--- config.mk ---
export PLATFORM = sky130hd
export DESIGN_NAME = mts_chain
export DESIGN_NICKNAME = d
export VERILOG_FILES = /design/src/mts_pkg.sv /design/src/mts_cell.sv /design/src/mts_chain.sv
export SDC_FILE = /design/constraint.sdc
export NUM_CORES = 2
export LEC_CHECK = 0
export ABC_CLOCK_PERIOD_IN_PS = 3200
export BUFFER_PORTS_ARGS = -buffer_cell sky130_fd_sc_hd__buf_2
export CORE_MARGIN = 1
export CORE_UTILIZATION = 40
export DETAILED_ROUTE_END_ITERATION = 10
export GPL_TIMING_DRIVEN = 0
export MAX_ROUTING_LAYER = met4
export PLACE_DENSITY = 0.64
export SLEW_MARGIN = 5
export SYNTH_ARGS = -nofsm -noshare
export SYNTH_HDL_FRONTEND = slang
export SYNTH_HIERARCHICAL = 1
export SYNTH_SLANG_ARGS = --single-unit
--- constraint.sdc ---
create_clock -name clk_i -period 3.2 [get_ports clk_i]
set_input_delay 0.32 -clock clk_i [delete_from_list [all_inputs] [get_ports clk_i]]
set_output_delay 0.32 -clock clk_i [all_outputs]
set_load 0.01 [all_outputs]
--- src/mts_pkg.sv ---
// Package for the min-tracking stack: sizes, operation and status codes,
// and the shift control word shared by the cell chain. No dependencies.
package mts_pkg;

  localparam int Depth     = 64;
  localparam int DataWidth = 32;
  localparam int CntW      = $clog2(Depth + 1);

  localparam logic [CntW-1:0] DepthCnt = CntW'(Depth);

  localparam logic CmdPush = 1'b0;
  localparam logic CmdPop  = 1'b1;

  localparam logic [1:0] StatusOk        = 2'd0;
  localparam logic [1:0] StatusPopEmpty  = 2'd1;
  localparam logic [1:0] StatusPushFull  = 2'd2;

  typedef logic signed [DataWidth-1:0] data_t;

  // push shifts every cell one place deeper, pop one place toward the top
  typedef struct packed {
    logic push;
    logic pop;
  } shift_ctrl_t;

endpackage

--- src/mts_cell.sv ---
// One stack entry of the cell chain.
// Depends on mts_pkg (data_t, shift_ctrl_t).
module mts_cell (
  input  logic                clk_i,
  input  mts_pkg::shift_ctrl_t ctrl_i,
  input  mts_pkg::data_t      from_above_i,
  input  mts_pkg::data_t      from_below_i,
  output mts_pkg::data_t      data_o
);

  mts_pkg::data_t data_q;
  mts_pkg::data_t data_d;

  always_comb begin
    data_d = data_q;
    if (ctrl_i.push) begin
      data_d = from_above_i;
    end else if (ctrl_i.pop) begin
      data_d = from_below_i;
    end
  end

  always_ff @(posedge clk_i) begin
    data_q <= data_d;
  end

  assign data_o = data_q;

endmodule

--- src/mts_chain.sv ---
// Row of mts_cell entries forming one shift stack; cell 0 is the top.
// Depends on mts_pkg and mts_cell.
module mts_chain (
  input  logic                 clk_i,
  input  mts_pkg::shift_ctrl_t ctrl_i,
  input  mts_pkg::data_t       push_data_i,
  output mts_pkg::data_t       top_o,
  output mts_pkg::data_t       second_o
);

  mts_pkg::data_t cell_data [mts_pkg::Depth];

  for (genvar i = 0; i < mts_pkg::Depth; i++) begin : g_cell
    mts_pkg::data_t above;
    mts_pkg::data_t below;

    if (i == 0) begin : g_first
      assign above = push_data_i;
    end else begin : g_rest
      assign above = cell_data[i-1];
    end

    // bottom cell refills with a don't-care word; it lies past the count
    if (i == mts_pkg::Depth - 1) begin : g_last
      assign below = '0;
    end else begin : g_inner
      assign below = cell_data[i+1];
    end

    mts_cell u_cell (
      .clk_i       (clk_i),
      .ctrl_i      (ctrl_i),
      .from_above_i(above),
      .from_below_i(below),
      .data_o      (cell_data[i])
    );
  end

  assign top_o    = cell_data[0];
  assign second_o = cell_data[1];

endmodule

* Word level (Yosys, flattened, before mapping) *
Cells that the tools add are included.

cells by class
  reduce and logical (&&, ||, !) cells = 1
  multiplexer cells = 128

operator list
  operator            number
  $mux W32            128
  $reduce_bool A2 Y1  1

storage, ports and cells
  register bits = 2048
  bits of input ports = 35

* Longest topological paths before layout *
  word-level depth = 2
  depth in mapped cells = 3

* By module *
Netlist, hierarchy kept.

modules (own cells, without submodules)
  module     times used  cells each  seq. area each (µm²)  area each (µm²)
  mts_cell   64          69          960.9                 1507.7
  mts_chain  1           1           0.0                   3.8

* Worst setup path after synthesis *
OpenSTA, ideal clock, no wires.

  path type = input to register
  from = input port ctrl_i[1] in the netlist's numbering
  to = register g_cell[0].u_cell.data_q[0], enable pin
  cell stages on the path = 3
  setup slack = 1467 ps
  data arrival time = 1342 ps
  buffers on the path = 2
  path through = buf_6 buf_12 or2_1

on the way
  cells in the longest elaborated chain, start to end = 1

RTL lines
  what                                 RTL line        text
  start: declaration                   mts_chain.sv:5  input mts_pkg::shift_ctrl_t ctrl_i,
  $reduce_bool A2 Y1 (no source line)  --
  end signal: assignment               mts_cell.sv:24  data_q <= data_d;
  end: declaration                     mts_cell.sv:11  mts_pkg::data_t data_q;

Every way passes these cells.
A chain may end at the register's enable or synchronous reset.

* Final worst setup path *
  from = input port ctrl_i[0] in the netlist's numbering
  to = register g_cell[31].u_cell.data_q[18], enable pin

on the way
  cells in the longest elaborated chain, start to end = 1

RTL lines
  what                                 RTL line
  $reduce_bool A2 Y1 (no source line)  --
  end signal: assignment               mts_cell.sv:24
  end: declaration                     mts_cell.sv:11

Every way passes these cells.

==> impl_metrics.ini <==
[timing]
fmax_ghz = 0.520
rsz0062_at_grt = no
period_needed_ns = 1.92
fin_crit_sh_pct = 60.0
finClkSkew_ns = 0.0230
slew_viol_final = 0
whs_ns = 0.282
setup_violations = 0
slew_headroom_pct = 11.6
hold_viol = 0
finalSetupTns_ns = 0
tightest_slew_ns = 1.33

[placed_design]
dp.cells = 7716
hpwl_um = 120000
place.gp.congestion = 0.730
placed_area_mm2 = 0.101
port_buffers = 97

[die]
row_count = 179
dieWidth_um = 493
die-area_mm2 = 0.243
core_area_mm2 = 0.239
io_pins = 99
die_h_um = 493
initial_core_util_pct = 40.4

[clock_network]
ctsHoldBuffers = 37
clkLatencyLatePin_ns = 0.84
cts_sinks = 2048
ctsResizeCount = 0
cts-htree-levels = 4
cts.root.buffer_cell = clkbuf_16
clock_path_buffers = 3
numCtsBuffers = 209
path_clk_slew_ns = 0.06
post_cts_buffers = 0
cts_tree = yes

[global_route]
grt_pass1_vias = 44900
grt_pass1_wl_um = 272000
use_met3_pct = 2.14
use_met1_pct = 20.8
overflow = 0
antenna_found_initial = 2
top_usage_layer = met2
grt_max_degree = 65
grt.total_usage_pct = 14.6
gr-usage-met2_pct = 21.9

[synth]
synthCells = 4417
ys_warn_count = 6
synth_area_mm2 = 0.0965
synth.avg_cell_area_um2 = 21.8
ys_seq_area_share_pct = 63.7
yosysUniqueCellTypes = 7
ys_seq_elements = 2048

[routing]
ant_nets = 0
drt_iter0_drc = 2770
drc = 0
dr.pass1.iters = 5
via_per_inst = 4.87
drt-total-wl_um = 174000
wl_per_cell_um = 21.4
num_vias = 39700

[hold_path]
hold_path_class = input pin to flop

[critical_path]
critPathArrivalTime_ns = 2.37
cp_max_fo = 65
end_kind = flop
path_class = input pin to flop
cp_slowest_cell = or2_1
start_kind = input pin
critPathMaxStageDelay_ns = 1.06
path_cells = buf_2 > or2_1
path_buf_inv = 1
path_delay_family = simple AND/OR/NAND/NOR gates
cp.required_ns = 3.65

[finish]
fin_area_mm2 = 0.108
fillers = 20200
final_nets = 4832
fin_cells = 8141
largest_reg_flops = 2048
drive_gt1_share_pct = 55.6
syn_to_final_growth_pct = 12.3

[pwr]
ir_drop_mv = 0.484
pwr_density_cell_mw_per_mm2 = 686
p_leak_nw = 43.3

[run]
cap_violations = 0

[run_status]
outcome = finished, final reports clean
[worst reg2reg max path: stages, from the launching register on]
cell,delay [ns]
edfxtp_1,0.42
mux2_2,0.28
dlygate4sd3_1,0.56
[cell usage in the layout (no fill, tap or decap), drive strengths merged]
cell / n
conb: 32
clkinvlp: 7
clkbuf: 239
diode: 3
buf: 358
or2: 64
inv: 9
edfxtp: 2048
mux2: 2048
clkinv: 105
bufinv: 25
dlygate4sd3: 36
[metal layers]
metal  part of all wire, %  wire [um]  vias up
met1                    49      85600    20800
li1                      -          -    18200
met3                   3.1       5450      220
met5                     0          0        -
met2                    46      80100      491
met4                   1.6       2770        0
[stage by stage]
stage / util [%] / power [mW] / setup WS (ns)
3_3_place_gp: 42.3 / 50.2 / 0.00395
3_5_place_dp: 42.4 / 50.4 / 0.133
6_report: 45.4 / 74.3 / 1.28
2_1_floorplan: - / 47.1 / 1.47
5_1_grt: 45.4 / 77.3 / 1.18
4_1_cts: 45.4 / 75.3 / 1.05
[synth_stat cells]
master       n  share of area [%]
buf_12     192                4.0
buf_6       64               0.75
conb_1       1             0.0039
edfxtp_1  2048                 64
mux2_2     192                2.2
mux2_4    1856                 29
or2_1       64               0.41
[power breakdown]
| part | leakage (nW) | switching (mW) | internal (mW) |
|---|---|---|---|
| registers | 21.0 | 3.60 | 36.1 |
| logic | 19.0 | 2.89 | 7.39 |
| clock network | 3.33 | 10.4 | 14.0 |
| total | 43.3 | 16.9 | 57.4 |
[logic make-up (layout without fill, tap and decap cells)]
family,count (synthesis),after routing,share of synthesized area (%)
flip-flops,2048,2048,63.7
buffers and inverters,256,779,4.73
multiplexers,2048,2048,31.1
AND/OR/NAND/NOR,64,64,0.415
other,1,35,0.00389
[path summary, 6_finish.rpt]
path	from	to	slack, ns	cells past startpoint
max	ctrl_i[0]	g_cell[31].u_cell/data_o[18]	1.28	2
min	ctrl_i[1]	g_cell[61].u_cell/data_o[30]	0.28	3
min reg2reg	g_cell[63].u_cell/data_o[2]	g_cell[62].u_cell/data_o[2]	0.55	1
max reg2reg	g_cell[1].u_cell/data_o[29]	g_cell[0].u_cell/data_o[29]	1.69	2
[area by class of cell]
type	count	area, um^2	area share (%)
flip-flops and latches	2048	61500	56.8
multi-input cells	2144	30500	28.2
clock buffers	239	5340	4.93
plain buffers	256	4560	4.21
well taps	3167	3960	3.66
clock inverters	146	1480	1.36
repair buffers	138	948	0.875
diodes	3	7.51	0.00693
Note: power is estimated with default switching activity, not from simulation.
